File: src/hw/rtl/lcdr_pkg.sv
`default_nettype none

package lcdr_pkg;

    localparam int ROWS_DEF = 4;
    localparam int COLS_DEF = 20;
    localparam int MAX_ROWS = 8;

    localparam int ROW_W  = 3;
    localparam int COL_W  = 5;
    localparam int CHAR_W = 8;

    localparam logic [CHAR_W-1:0] PAD_CHAR = 8'h20;
    localparam logic [CHAR_W-1:0] NUL_CHAR = 8'h00;

    localparam logic ACT_TICK = 1'b0;
    localparam logic ACT_CHAR = 1'b1;

    localparam logic KIND_CURSOR = 1'b0;
    localparam logic KIND_WRITE  = 1'b1;

    localparam int QUEUE_DEPTH = 2;
    localparam int QUEUE_CNT_W = $clog2(QUEUE_DEPTH + 1);

    typedef struct packed {
        logic              action;
        logic [ROW_W-1:0]  row;
        logic [CHAR_W-1:0] character;
    } cmd_t;

    typedef struct packed {
        logic              kind;
        logic [ROW_W-1:0]  row_res;
        logic [CHAR_W-1:0] character_res;
    } lcd_t;

    typedef struct packed {
        logic              is_char;
        logic [ROW_W-1:0]  row;
        logic              in_range;
        logic [COL_W-1:0]  col;
        logic              first;
        logic              last;
        logic [CHAR_W-1:0] value;
    } op_t;

    typedef enum logic [2:0] {
        RF_IDLE   = 3'b001,
        RF_CURSOR = 3'b010,
        RF_WRITE  = 3'b100
    } rf_state_t;

    typedef struct packed {
        rf_state_t           state;
        logic [MAX_ROWS-1:0] dirty;
        logic [ROW_W-1:0]    rf_row;
        logic                emit_cursor;
    } back_stat_t;

endpackage

`default_nettype wire

File: src/hw/rtl/lcdr_front.sv
`default_nettype none

module lcdr_front #(
    parameter int ROWS = lcdr_pkg::ROWS_DEF,
    parameter int COLS = lcdr_pkg::COLS_DEF
) (
    input  wire logic          clk,
    input  wire logic          rst_n,
    input  wire logic          cmd_valid,
    output logic               cmd_ready,
    input  wire lcdr_pkg::cmd_t cmd,
    output logic               op_valid,
    input  wire logic          op_ready,
    output lcdr_pkg::op_t      op
);

    logic [lcdr_pkg::COL_W-1:0] stg_col_reg, stg_col_next;
    logic [lcdr_pkg::ROW_W-1:0] stg_row_reg, stg_row_next;
    logic                       ended_reg, ended_next;

    logic                       first;
    logic                       last;
    logic                       pad;
    logic [lcdr_pkg::ROW_W-1:0] row_eff;
    logic                       accept;

    assign cmd_ready = op_ready;
    assign op_valid  = cmd_valid;
    assign accept    = cmd_valid && cmd_ready && (cmd.action == lcdr_pkg::ACT_CHAR);

    always_comb
    begin
        first   = (stg_col_reg == '0);
        last    = (stg_col_reg == lcdr_pkg::COL_W'(COLS - 1));
        row_eff = first ? cmd.row : stg_row_reg;
        pad     = (!first && ended_reg) || (cmd.character == lcdr_pkg::NUL_CHAR);

        op = '0;
        if (cmd.action == lcdr_pkg::ACT_CHAR)
        begin
            op.is_char  = 1'b1;
            op.row      = row_eff;
            op.in_range = (32'(row_eff) < ROWS);
            op.col      = stg_col_reg;
            op.first    = first;
            op.last     = last;
            op.value    = pad ? lcdr_pkg::PAD_CHAR : cmd.character;
        end

        stg_col_next = stg_col_reg;
        stg_row_next = stg_row_reg;
        ended_next   = ended_reg;
        if (accept)
        begin
            stg_col_next = last ? '0 : stg_col_reg + 1'b1;
            stg_row_next = row_eff;
            ended_next   = pad;
        end
    end

    always_ff @(posedge clk or negedge rst_n)
    begin
        if (!rst_n)
        begin
            stg_col_reg <= '0;
            stg_row_reg <= '0;
            ended_reg   <= 1'b0;
        end
        else
        begin
            stg_col_reg <= stg_col_next;
            stg_row_reg <= stg_row_next;
            ended_reg   <= ended_next;
        end
    end

endmodule

`default_nettype wire

File: src/hw/rtl/lcdr_queue.sv
`default_nettype none

module lcdr_queue (
    input  wire logic                               clk,
    input  wire logic                               rst_n,
    input  wire logic                               push_valid,
    output logic                                    push_ready,
    input  wire lcdr_pkg::op_t                      push_op,
    output logic                                    pop_valid,
    input  wire logic                               pop_ready,
    output lcdr_pkg::op_t                           pop_op,
    output logic [lcdr_pkg::QUEUE_CNT_W-1:0]        count
);

    localparam int PW = $clog2(lcdr_pkg::QUEUE_DEPTH);

    lcdr_pkg::op_t                   slot_reg [lcdr_pkg::QUEUE_DEPTH];
    logic [PW-1:0]                   wr_ptr_reg, wr_ptr_next;
    logic [PW-1:0]                   rd_ptr_reg, rd_ptr_next;
    logic [lcdr_pkg::QUEUE_CNT_W-1:0] count_reg, count_next;
    logic                            push;
    logic                            pop;

    assign push_ready = (count_reg != lcdr_pkg::QUEUE_CNT_W'(lcdr_pkg::QUEUE_DEPTH));
    assign pop_valid  = (count_reg != '0);
    assign pop_op     = slot_reg[rd_ptr_reg];
    assign count      = count_reg;
    assign push       = push_valid && push_ready;
    assign pop        = pop_valid && pop_ready;

    always_comb
    begin
        wr_ptr_next = push ? wr_ptr_reg + 1'b1 : wr_ptr_reg;
        rd_ptr_next = pop ? rd_ptr_reg + 1'b1 : rd_ptr_reg;
        count_next  = count_reg;
        if (push && !pop)
        begin
            count_next = count_reg + 1'b1;
        end
        else if (pop && !push)
        begin
            count_next = count_reg - 1'b1;
        end
    end

    always_ff @(posedge clk or negedge rst_n)
    begin
        if (!rst_n)
        begin
            wr_ptr_reg <= '0;
            rd_ptr_reg <= '0;
            count_reg  <= '0;
        end
        else
        begin
            wr_ptr_reg <= wr_ptr_next;
            rd_ptr_reg <= rd_ptr_next;
            count_reg  <= count_next;
        end
    end

    always_ff @(posedge clk)
    begin
        if (push)
        begin
            slot_reg[wr_ptr_reg] <= push_op;
        end
    end

endmodule

`default_nettype wire

File: src/hw/rtl/lcdr_back.sv
`default_nettype none

module lcdr_back #(
    parameter int ROWS = lcdr_pkg::ROWS_DEF,
    parameter int COLS = lcdr_pkg::COLS_DEF
) (
    input  wire logic             clk,
    input  wire logic             rst_n,
    input  wire logic             op_valid,
    output logic                  op_ready,
    input  wire lcdr_pkg::op_t    op,
    output logic                  lcd_valid,
    input  wire logic             lcd_ready,
    output lcdr_pkg::lcd_t        lcd,
    output lcdr_pkg::back_stat_t  stat
);

    localparam int NWORDS = 2 * ROWS * COLS;
    localparam int AW     = $clog2(NWORDS);
    localparam int RIW    = (ROWS > 1) ? $clog2(ROWS) : 1;

    function automatic logic [AW-1:0] word_addr(
        input logic                       bank,
        input logic [lcdr_pkg::ROW_W-1:0] row,
        input logic [lcdr_pkg::COL_W-1:0] col
    );
        int unsigned a;
        a = (32'(bank) * ROWS + 32'(row)) * COLS + 32'(col);
        return AW'(a);
    endfunction

    function automatic logic [RIW-1:0] row_idx(input logic [lcdr_pkg::ROW_W-1:0] row);
        return (32'(row) < ROWS) ? row[RIW-1:0] : '0;
    endfunction

    // screen store: two banks per row, the live one picked by bank_reg
    logic [lcdr_pkg::CHAR_W-1:0] mem [NWORDS];

    logic                        ex_valid_reg, ex_valid_next;
    lcdr_pkg::op_t               ex_op_reg, ex_op_next;
    logic [ROWS-1:0]             bank_reg, bank_next;
    logic [ROWS-1:0]             rowval_reg, rowval_next;
    logic [ROWS-1:0]             dirty_reg, dirty_next;
    lcdr_pkg::rf_state_t         state_reg, state_next;
    logic [lcdr_pkg::ROW_W-1:0]  rf_row_reg, rf_row_next;
    logic [lcdr_pkg::COL_W-1:0]  rf_col_reg, rf_col_next;
    logic                        differs_reg, differs_next;
    logic [lcdr_pkg::CHAR_W-1:0] q_reg;
    logic                        rd_valid_reg, rd_valid_next;
    logic                        byp_hit_reg, byp_hit_next;
    logic [lcdr_pkg::CHAR_W-1:0] byp_data_reg;
    logic                        out_valid_reg;
    lcdr_pkg::lcd_t              out_reg;

    logic                        pick_found;
    logic [lcdr_pkg::ROW_W-1:0]  pick_row;
    logic                        produces;
    logic                        fire;
    logic [lcdr_pkg::CHAR_W-1:0] rd_byte;
    lcdr_pkg::lcd_t              res;
    logic                        we;
    logic [AW-1:0]               waddr;
    logic [AW-1:0]               raddr;
    logic [lcdr_pkg::ROW_W-1:0]  rb_row;
    logic [lcdr_pkg::COL_W-1:0]  rb_col;
    logic [RIW-1:0]              ex_ri;
    logic [RIW-1:0]              rb_ri;
    logic                        diff;

    assign rd_byte  = byp_hit_reg ? byp_data_reg : (rd_valid_reg ? q_reg : lcdr_pkg::NUL_CHAR);
    assign produces = ex_valid_reg && !ex_op_reg.is_char &&
                      ((state_reg == lcdr_pkg::RF_CURSOR) || (state_reg == lcdr_pkg::RF_WRITE));
    assign fire     = !produces || !out_valid_reg || lcd_ready;
    assign op_ready = fire;
    assign lcd_valid = out_valid_reg;
    assign lcd       = out_reg;

    always_comb
    begin
        pick_found = 1'b0;
        pick_row   = '0;
        for (int r = ROWS - 1; r >= 0; r--)
        begin
            if (dirty_reg[r])
            begin
                pick_found = 1'b1;
                pick_row   = lcdr_pkg::ROW_W'(r);
            end
        end
    end

    always_comb
    begin
        bank_next    = bank_reg;
        rowval_next  = rowval_reg;
        dirty_next   = dirty_reg;
        state_next   = state_reg;
        rf_row_next  = rf_row_reg;
        rf_col_next  = rf_col_reg;
        differs_next = differs_reg;
        res          = '0;
        we           = 1'b0;
        waddr        = '0;
        diff         = 1'b0;
        ex_ri        = row_idx(ex_op_reg.row);

        if (ex_valid_reg && ex_op_reg.is_char && ex_op_reg.in_range)
        begin
            diff         = (!ex_op_reg.first && differs_reg) || (rd_byte != ex_op_reg.value);
            differs_next = diff;
            we           = fire;
            waddr        = word_addr(!bank_reg[ex_ri], ex_op_reg.row, ex_op_reg.col);
            if (ex_op_reg.last && diff)
            begin
                bank_next[ex_ri]   = !bank_reg[ex_ri];
                rowval_next[ex_ri] = 1'b1;
                dirty_next[ex_ri]  = 1'b1;
            end
        end
        else if (ex_valid_reg && !ex_op_reg.is_char)
        begin
            unique case (state_reg)
                lcdr_pkg::RF_IDLE:
                begin
                    if (pick_found)
                    begin
                        rf_row_next = pick_row;
                        rf_col_next = '0;
                        state_next  = lcdr_pkg::RF_CURSOR;
                    end
                end
                lcdr_pkg::RF_CURSOR:
                begin
                    res.kind    = lcdr_pkg::KIND_CURSOR;
                    res.row_res = rf_row_reg;
                    state_next  = lcdr_pkg::RF_WRITE;
                end
                lcdr_pkg::RF_WRITE:
                begin
                    res.kind          = lcdr_pkg::KIND_WRITE;
                    res.character_res = rd_byte;
                    if (rf_col_reg == lcdr_pkg::COL_W'(COLS - 1))
                    begin
                        dirty_next[row_idx(rf_row_reg)] = 1'b0;
                        rf_col_next = '0;
                        state_next  = lcdr_pkg::RF_IDLE;
                    end
                    else
                    begin
                        rf_col_next = rf_col_reg + 1'b1;
                    end
                end
                default:
                begin
                    state_next = lcdr_pkg::RF_IDLE;
                end
            endcase
        end

        // read for the next op sees the state this op leaves
        ex_valid_next = op_valid;
        ex_op_next    = op;
        rb_row        = op.is_char ? op.row : rf_row_next;
        rb_col        = op.is_char ? op.col : rf_col_next;
        rb_ri         = row_idx(rb_row);
        raddr         = word_addr(bank_next[rb_ri], rb_row, rb_col);
        rd_valid_next = rowval_next[rb_ri];
        byp_hit_next  = we && (waddr == raddr);
    end

    always_ff @(posedge clk or negedge rst_n)
    begin
        if (!rst_n)
        begin
            ex_valid_reg <= 1'b0;
            bank_reg     <= '0;
            rowval_reg   <= '0;
            dirty_reg    <= '0;
            state_reg    <= lcdr_pkg::RF_IDLE;
            rf_row_reg   <= '0;
            rf_col_reg   <= '0;
            differs_reg  <= 1'b0;
            rd_valid_reg <= 1'b0;
            byp_hit_reg  <= 1'b0;
        end
        else if (fire)
        begin
            ex_valid_reg <= ex_valid_next;
            bank_reg     <= bank_next;
            rowval_reg   <= rowval_next;
            dirty_reg    <= dirty_next;
            state_reg    <= state_next;
            rf_row_reg   <= rf_row_next;
            rf_col_reg   <= rf_col_next;
            differs_reg  <= differs_next;
            rd_valid_reg <= rd_valid_next;
            byp_hit_reg  <= byp_hit_next;
        end
    end

    always_ff @(posedge clk)
    begin
        if (fire)
        begin
            ex_op_reg    <= ex_op_next;
            byp_data_reg <= ex_op_reg.value;
            q_reg        <= mem[raddr];
        end
        if (we)
        begin
            mem[waddr] <= ex_op_reg.value;
        end
    end

    always_ff @(posedge clk or negedge rst_n)
    begin
        if (!rst_n)
        begin
            out_valid_reg <= 1'b0;
        end
        else
        begin
            priority if (fire && produces)
            begin
                out_valid_reg <= 1'b1;
            end
            else if (lcd_ready)
            begin
                out_valid_reg <= 1'b0;
            end
            else
            begin
                out_valid_reg <= out_valid_reg;
            end
        end
    end

    always_ff @(posedge clk)
    begin
        if (fire && produces)
        begin
            out_reg <= res;
        end
    end

    always_comb
    begin
        stat             = '0;
        stat.state       = state_reg;
        stat.dirty       = lcdr_pkg::MAX_ROWS'(dirty_reg);
        stat.rf_row      = rf_row_reg;
        stat.emit_cursor = fire && produces && (state_reg == lcdr_pkg::RF_CURSOR);
    end

endmodule

`default_nettype wire

File: src/hw/rtl/char_lcd_dirty_row_refresh.sv
// character lcd refresh controller with per-row dirty marks
// cmd channel (valid/ready): one transaction is either a refresh tick (action 0)
//   or one character of a line write (action 1); a line is exactly COLS
//   transactions and takes its row from the first one
// lcd channel (valid/ready): set-cursor (kind 0, row_res) or write-character
//   (kind 1, character_res) transactions, at most one per tick
// throughput: one cmd transaction per cycle unless lcd stalls, set by the single
//   execute stage that does one store read and one store write per cycle
// a tick's result passes through a queue slot, the execute stage and the lcd output register
// a two-entry queue sits between the cmd front end and the execute stage;
//   when lcd stalls with a result pending and the executing tick has another
//   result, execution holds and cmd_ready drops once the queue is full
// reset: screen store reads as all zero, dirty marks clear, refresh idle;
//   no clearing pass, per-row valid bits cover the store
// a line that differs from the stored row is staged into the row's spare bank
//   and the banks swap on its last column
`default_nettype none

module char_lcd_dirty_row_refresh #(
    parameter int ROWS = lcdr_pkg::ROWS_DEF,
    parameter int COLS = lcdr_pkg::COLS_DEF
) (
    input  wire logic           clk,
    input  wire logic           rst_n,
    input  wire logic           cmd_valid,
    output logic                cmd_ready,
    input  wire lcdr_pkg::cmd_t cmd,
    output logic                lcd_valid,
    input  wire logic           lcd_ready,
    output lcdr_pkg::lcd_t      lcd
);

    logic                                 fe_valid;
    logic                                 fe_ready;
    lcdr_pkg::op_t                        fe_op;
    logic                                 be_valid;
    logic                                 be_ready;
    lcdr_pkg::op_t                        be_op;
    logic [lcdr_pkg::QUEUE_CNT_W-1:0]     q_count;
    lcdr_pkg::back_stat_t                 stat;

    lcdr_front #(
        .ROWS (ROWS),
        .COLS (COLS)
    ) u_front (
        .clk       (clk),
        .rst_n     (rst_n),
        .cmd_valid (cmd_valid),
        .cmd_ready (cmd_ready),
        .cmd       (cmd),
        .op_valid  (fe_valid),
        .op_ready  (fe_ready),
        .op        (fe_op)
    );

    lcdr_queue u_queue (
        .clk        (clk),
        .rst_n      (rst_n),
        .push_valid (fe_valid),
        .push_ready (fe_ready),
        .push_op    (fe_op),
        .pop_valid  (be_valid),
        .pop_ready  (be_ready),
        .pop_op     (be_op),
        .count      (q_count)
    );

    lcdr_back #(
        .ROWS (ROWS),
        .COLS (COLS)
    ) u_back (
        .clk       (clk),
        .rst_n     (rst_n),
        .op_valid  (be_valid),
        .op_ready  (be_ready),
        .op        (be_op),
        .lcd_valid (lcd_valid),
        .lcd_ready (lcd_ready),
        .lcd       (lcd),
        .stat      (stat)
    );

    a_push_fills: assert property (@(posedge clk) disable iff (!rst_n)
        cmd_valid && cmd_ready |=> q_count != '0)
        else $error("queue empty after an accepted transaction");

    a_cursor_row_dirty: assert property (@(posedge clk) disable iff (!rst_n)
        stat.state == lcdr_pkg::RF_CURSOR |-> stat.dirty[stat.rf_row])
        else $error("refresh row not dirty while issuing cursor");

    a_cursor_emit: assert property (@(posedge clk) disable iff (!rst_n)
        stat.emit_cursor |=> lcd_valid && lcd.kind == lcdr_pkg::KIND_CURSOR &&
                             stat.state == lcdr_pkg::RF_WRITE)
        else $error("cursor result not presented or refresh not in write");

endmodule

`default_nettype wire
File: config.mk
export PLATFORM = sky130hd
export DESIGN_NAME = char_lcd_dirty_row_refresh
export DESIGN_NICKNAME = d
export VERILOG_FILES = /design/src/hw/rtl/lcdr_pkg.sv /design/src/hw/rtl/lcdr_front.sv /design/src/hw/rtl/lcdr_queue.sv /design/src/hw/rtl/lcdr_back.sv /design/src/hw/rtl/char_lcd_dirty_row_refresh.sv
export SDC_FILE = /design/constraint.sdc
export NUM_CORES = 2
export LEC_CHECK = 0
export BUFFER_PORTS_ARGS = -buffer_cell sky130_fd_sc_hd__buf_2
export CORE_UTILIZATION = 27
export DETAILED_ROUTE_END_ITERATION = 7
export PLACE_DENSITY = 0.44
export SYNTH_ARGS = -nofsm -noshare
export SYNTH_HDL_FRONTEND = slang
export SYNTH_SLANG_ARGS = --single-unit
File: constraint.sdc
create_clock -name clk -period 14 [get_ports clk]
set_input_delay 1.4 -clock clk [delete_from_list [all_inputs] [get_ports clk]]
set_output_delay 1.4 -clock clk [all_outputs]
set_load 0.03 [all_outputs]
# [After elaboration in Yosys (flattened, before gate mapping)]
# Memory sizes are Yosys's and may differ from the RTL's. A register that Yosys moved wholly into a read port is not among the register bits.
# Cells that the tools add are included.
[totals] regBits=81 mem_bits_rw=1320 in_bits=16 output_inout_bits=14 memories=2
[op_classes] add_sub_neg=10 n_mul=2 magnitude_cmp=9 n_eq_ne=11 n_mux=62 bitwise=8 n_reduce_logical=43
[mem_list] memory="u_back.mem" depth=160 width=8 rd=1 rd_clocked_by_memory_dff=1 write_ports=1 line_no="lcdr_back.sv:37" rtl="logic [lcdr_pkg::CHAR_W-1:0] mem [NWORDS];"
[mem_list] memory="u_queue.slot_reg" depth=2 width=20 rd=1 rd_clocked_by_memory_dff=0 write_ports=1 line_no="lcdr_queue.sv:17" rtl="lcdr_pkg::op_t slot_reg [lcdr_pkg::QUEUE_DEPTH];"
[ops] operator="32-bit by 3-bit multiplier with 6-bit output (second input constant)" count=2
[ops] operator="4-bit two-way mux" count=9
[ops] operator="8-bit two-way mux" count=4
[ops] operator="5-bit two-way mux" count=6
[ops] operator="3-bit two-way mux" count=8
[ops] operator="20-bit two-way mux" count=1
[ops] operator="2-bit two-way mux" count=9
[ops] operator="1-bit two-way mux" count=17
[ops] operator="8-bit by 5-bit adder with 8-bit output" count=2
[ops] operator="1-bit logical AND" count=16
[ops] operator="3-bit less-than comparator (second input constant)" count=4
[ops] operator="2-bit nonzero test" count=6
[ops] operator="5-bit by 1-bit adder with 5-bit output (second input constant)" count=2
[ops] operator="5-bit equality test (second input constant)" count=2
[ops] operator="5-bit case mux with 2 select lines" count=1
[ops] operator="5-bit AND reduction" count=2
[ops] operator="2-bit by 3-bit less-than comparator with 1-bit output (second input constant)" count=3
[ops] operator="3-bit case mux with 3 select lines" count=1
[ops] operator="3-bit by 3-bit adder with 4-bit output" count=2
[ops] operator="8-bit equality test" count=1
[ops] operator="1-bit logical NOT" count=8
[ops] operator="8-bit logical NOT" count=1
[ops] operator="8-bit != test" count=1
[ops] operator="4-bit OR" count=2
[ops] operator="20 further kinds" count=35

# [Longest topological paths before layout]
[depth] ltp_word=18 ltp_mapped=26

# [By module]
# A second synthesis with hierarchy kept.
[hier_totals] cells_unflattened=4077 hier_area_um2=58411.0
[modules_own_cells] module="lcdr_back" instances=1 cells_each=3923 area_per_inst_um2=56027.5 seq_area_each_um2=40580.2
[modules_own_cells] module="lcdr_queue" instances=1 cells_each=80 area_per_inst_um2=1665.3 seq_area_each_um2=1301.2
[modules_own_cells] module="lcdr_front" instances=1 cells_each=74 area_per_inst_um2=718.2 seq_area_each_um2=225.2

# [Worst setup path after synthesis]
# OpenSTA, ideal clock, no wires.
[synth_path] kind="register to register" from="reg u_back.ex_op_reg[0] in the netlist's numbering" to="reg u_back.q_reg[3] in the netlist's numbering (read register of u_back.mem), data pin" setup_ps=271 arrival_ps=7184 required_time_ps=13729 slack_ps=6545 stages_incl_launch_ff=24 synth_period_minus_slack_ps=7455 cell_sequence="edfxtp_1 -> xnor2_1 -> nor3_1 -> a31oi_1 -> or3b_2 -> mux2_2 -> mux2i_1 -> mux2i_1 -> ha_1 -> ha_1 -> ha_1 -> inv_1 -> fa_1 -> nor4b_1 -> xnor2_1 -> nand2b_1 -> clkbuf_1 -> or2_2 -> clkbuf_1 -> clkbuf_1 -> o221ai_1 -> o41ai_1 -> a2bb2oi_1 -> o221ai_1"
[synth_via] elab_chain_len=10
[synth_rtl] element="start, declared" line_no="lcdr_back.sv:40" rtl="lcdr_pkg::op_t ex_op_reg, ex_op_next;"
[synth_rtl] element="start signal, assigned" line_no="lcdr_back.sv:205" rtl="ex_op_reg <= ex_op_next;"
[synth_rtl] element="8-bit != test" line_no="lcdr_back.sv:109" rtl="diff = (!ex_op_reg.first && differs_reg) || (rd_byte != ex_op_reg.value);"
[synth_rtl] element="1-bit logical OR" line_no="lcdr_back.sv:109"
[synth_rtl] element="1-bit logical AND" line_no="lcdr_back.sv:113" rtl="if (ex_op_reg.last && diff)"
[synth_rtl] element="4-bit two-way mux" line_no="lcdr_back.sv:113"
[synth_rtl] element="4-bit two-way mux" line_no="lcdr_back.sv:107" rtl="if (ex_valid_reg && ex_op_reg.is_char && ex_op_reg.in_range)"
[synth_rtl] element="1-bit binary-select mux with 2-bit select" line_no="lcdr_back.sv:166" rtl="raddr = word_addr(bank_next[rb_ri], rb_row, rb_col);"
[synth_rtl] element="1-bit two-way mux (not written as such)" line_no="lcdr_back.sv:166"
[synth_rtl] element="3-bit by 3-bit adder with 4-bit output" line_no="lcdr_back.sv:28" rtl="a = (32'(bank) * ROWS + 32'(row)) * COLS + 32'(col);"
[synth_rtl] element="32-bit by 3-bit multiplier with 6-bit output" line_no="lcdr_back.sv:28"
[synth_rtl] element="8-bit by 5-bit adder with 8-bit output" line_no="lcdr_back.sv:28"
[synth_rtl] element="end, declared" line_no="lcdr_back.sv:48" rtl="logic [lcdr_pkg::CHAR_W-1:0] q_reg;"
# No other way between the ends. The select of a mux whose other input is x is not followed.
# A chain may end at the register's enable or synchronous reset.

# [Worst setup path after layout]
[layout_path] from="reg u_back.byp_hit_reg" to="reg u_back.q_reg[5] in the netlist's numbering (read register of u_back.mem), data pin"
[layout_via] elab_chain_len=11
[layout_rtl] element="start, declared" line_no="lcdr_back.sv:50" rtl="logic byp_hit_reg, byp_hit_next;"
[layout_rtl] element="start signal, assigned" line_no="lcdr_back.sv:197" rtl="byp_hit_reg <= byp_hit_next;"
[layout_rtl] element="8-bit two-way mux" line_no="lcdr_back.sv:70" rtl="assign rd_byte = byp_hit_reg ? byp_data_reg : (rd_valid_reg ? q_reg : lcdr_pkg::NUL_CHAR);"
[layout_rtl] element="8-bit != test" line_no="lcdr_back.sv:109"
[layout_rtl] element="1-bit logical OR" line_no="lcdr_back.sv:109"
[layout_rtl] element="1-bit logical AND" line_no="lcdr_back.sv:113"
[layout_rtl] element="4-bit two-way mux" line_no="lcdr_back.sv:113"
[layout_rtl] element="4-bit two-way mux" line_no="lcdr_back.sv:107"
[layout_rtl] element="1-bit binary-select mux with 2-bit select" line_no="lcdr_back.sv:166"
[layout_rtl] element="1-bit two-way mux (not written as such)" line_no="lcdr_back.sv:166"
[layout_rtl] element="3-bit by 3-bit adder with 4-bit output" line_no="lcdr_back.sv:28"
[layout_rtl] element="32-bit by 3-bit multiplier with 6-bit output" line_no="lcdr_back.sv:28"
[layout_rtl] element="8-bit by 5-bit adder with 8-bit output" line_no="lcdr_back.sv:28"
# No other way between the ends. The select of a mux whose other input is x is not followed.

==> results.md <==
* DP HPWL at 102 mm
* Starting DRC count in detailed routing at about 3.2k
* Port Buffer Count at 29
* DRT Pass-1 Iters at 7
* Clock skew at between 0.03 and 0.04 ns
* Share of cells above drive strength 1 at 13.3%
* Crit path max-delay family: simple AND/OR/NAND/NOR gates
* Vias in the first global route at between 30k and 40k
* H-tree Lvls at 4
* CP cell instances: nor2b_1 -> a22oi_1 -> xnor2_1 -> nor4_1 -> a31oi_1 -> or3b_2 -> mux2_2 -> mux2i_1 -> mux2i_1 -> ha_1 -> ha_1 -> ha_1 -> inv_1 -> fa_1 -> nor4b_1 -> xnor2_1 -> buf_4 -> nand2b_1 -> or2_2 -> o221ai_1 -> o41ai_1 -> a2bb2oi_1 -> o221ai_1
* Drt via density at 4.97
* Post-synthesis cell type count at 84
* TritonCTS clock tree: built
* Final slew viol count at 0
* Fmax at 0.134 GHz
* Area Growth Syn to Fin at 14.2%
* Crit path kind: flip-flop to flip-flop
* GRT overflow at 0
* Final ANT Viol Nets at 0
* Worst-case clock buffer depth at 3
* Synthesized area at approximately 57000 um^2
* Crit path buf inv count at 2
* Die area at 214000 um^2
* Period utilization at about 53%
* Setup TNS at 0 ns
* Class of the tightest hold or removal check: flip-flop to flip-flop
* Total clock sinks at 1409
* Final Setup Violations at 0
* Status: completed
* Largest stage delay on the critical path at approximately 0.57 ns
* Global-route usage over all layers at 16.2%
* CTS resizes at 0
* Max reg flops at between 1k and 1.5k
* CTS clk-pin slew, worst paths at around 0.060 ns
* Max-Cap Viols at 0
* Post-CTS Hold Fix Bufs at 0
* Final-report hold violation count at 0
* Skew-Pair Late Insertion Delay at roughly 0.8 ns
* Setup bufs post-CTS at 0
* Die Span Y at between 400 and 500 um
* RSZ-0062 raised after global routing: false
* Ys flop type: edfxtp_1
* Routed Wire Length at 173 mm
* Routed len/inst at ~27 um
* Nets@finish at 3592
* Syn avg cell area at around 16 um^2
* Via count at ~32k
* Initial antenna violation count at 15
* Critical path endpoint category: flip-flop
* First-pass GRT wire length at between 200 and 250 mm
* Post-synth EDFFs at approximately 1.4k
* WP data arrival at 7.97 ns
* Initial Util at approximately 27%
* Die width at between 400 and 500 um
* Pin count of the biggest net entering global routing at roughly 160
* Element type at the critical path start: flip-flop
* GPL Wtd Cong at about 0.85
* Root buffer cell: clkbuf_16
* Core area at approximately 210000 um^2
* Minimum clock period at 7.47 ns
* Crit path max fanout at 14
* Mapped Cells at 3527
* CP Data Required Time at about 14 ns
* Worst slew margin at between 15 and 20%
* Post-synthesis async set-or-reset flop share at between 2 and 3%
* Crit path top cell by count: ha_1
* Num rows at 168
* Post-Syn Nets at 3565
* Worst-Margin Slew at around 1.2 ns
* TritonCTS buffer count at ~160
* Top Ports at 30
* CP max-delay cell: or3b_2
* Seq/Total Area, Yosys at about three quarters
* Synth Register Bits at between 1k and 1.5k
* Yosys warnings at 0
* # DRC at 0
## synthesized netlist by cell type, types with 51 or more instances
cell type | instances | share of area (%)
buf_2 | 51 | 0.45
mux2i_1 | 154 | 2.7
mux4_2 | 123 | 4.8
nand2_1 | 260 | 1.7
nor2_1 | 247 | 1.6
clkbuf_1 | 130 | 0.85
edfxtp_1 | 1368 | 72
nand3_1 | 93 | 0.81
a22oi_1 | 78 | 1.0
a21oi_1 | 147 | 1.3
and3_1 | 61 | 0.67
o21ai_0 | 106 | 0.93
a211oi_1 | 87 | 1.1
## metal layers
layer / global-route usage, % / vias to the layer above / wire length [um]
met1: 22.3 / 17000 / 77900
met5: 0 / - / 13
met2: 25.9 / 909 / 81700
met3: 2.41 / 247 / 8120
li1: - / 14100 / -
met4: 5.38 / 2 / 5250
## worst register-to-register path: cells and delay by family (launching register included)
| kind | cells | cell delay (ns) |
|---|---|---|
| AND/OR/NAND/NOR | 6 | 2.37 |
| AO/OA/AOI/OAI | 6 | 1.86 |
| adder cells (fa/ha/maj) | 4 | 1.22 |
| multiplexers | 3 | 0.56 |
| flip-flops | 1 | 0.50 |
| XOR/XNOR | 2 | 0.37 |
| buffers and inverters | 2 | 0.30 |
## path summary, 6_finish.rpt
path	slack [ns]	cells after the start	start	endpoint
worst max-delay path	6.53	23	u_back.byp_hit_reg	u_back.q_reg[5]
worst min-delay path	0.48	1	u_back.rowval_reg[0]	u_back.rowval_reg[0]
worst max register to register	6.53	23	u_back.byp_hit_reg	u_back.q_reg[5]
worst min register to register	0.48	1	u_back.rowval_reg[0]	u_back.rowval_reg[0]
max in group asynchronous	12.84	2	rst_n	u_back.byp_hit_reg
min in group asynchronous	0.71	2	rst_n	u_queue.rd_ptr_reg
## layout make-up
class | instances | area (um^2)
multi-input cells | 1872 | 14000
clock inverters | 86 | 629
clock buffers | 194 | 4130
fillers | 20600 | 145000
well taps | 2805 | 3510
flip-flops and latches | 1409 | 42100
inverters | 20 | 75.1
diodes | 4 | 10.0
repair buffers | 95 | 776
## per-stage QoR
stage	setup WS [ns]	utilization, %	std cells	hold WS [ns]	area (um^2)
floorplan	6.55	-	3527	0.424	57200
global placement	6.83	28.8	6200	0.458	60500
detailed placement	6.67	28.8	6201	0.453	60500
CTS	6.62	31.1	6481	0.475	65300
global route	6.15	31.1	6482	0.499	65300
finish	6.53	31.1	6485	0.477	65300
## placed cells by master, fill, tap and decap left out, drive strengths merged, types with 61 or more instances in the layout
cell / synthesis / routed
edfxtp: 1368 / 1368
nand2: 261 / 261
nor2: 248 / 248
clkbuf: 130 / 194
mux2i: 155 / 155
a21oi: 147 / 147
mux4: 123 / 123
o21ai: 114 / 114
buf: 96 / 95
nand3: 93 / 93
a211oi: 87 / 87
a22oi: 78 / 78
clkinv: 3 / 71
and3: 61 / 61
## logic make-up after synthesis
family                     Yosys count  share of synthesized area, %
AOI/OAI and AO/OA                  699                          8.37
and+or+nand+nor                    789                          6.30
xor gates and xnor gates            34                         0.521
adders and majority gates           22                         0.534
buffers and inverters              246                          2.08
DFF                               1409                          73.7
muxes                              328                          8.55
Power is not shown: default switching activity piles up to over one toggle a cycle in this logic, so the estimate is an artifact.
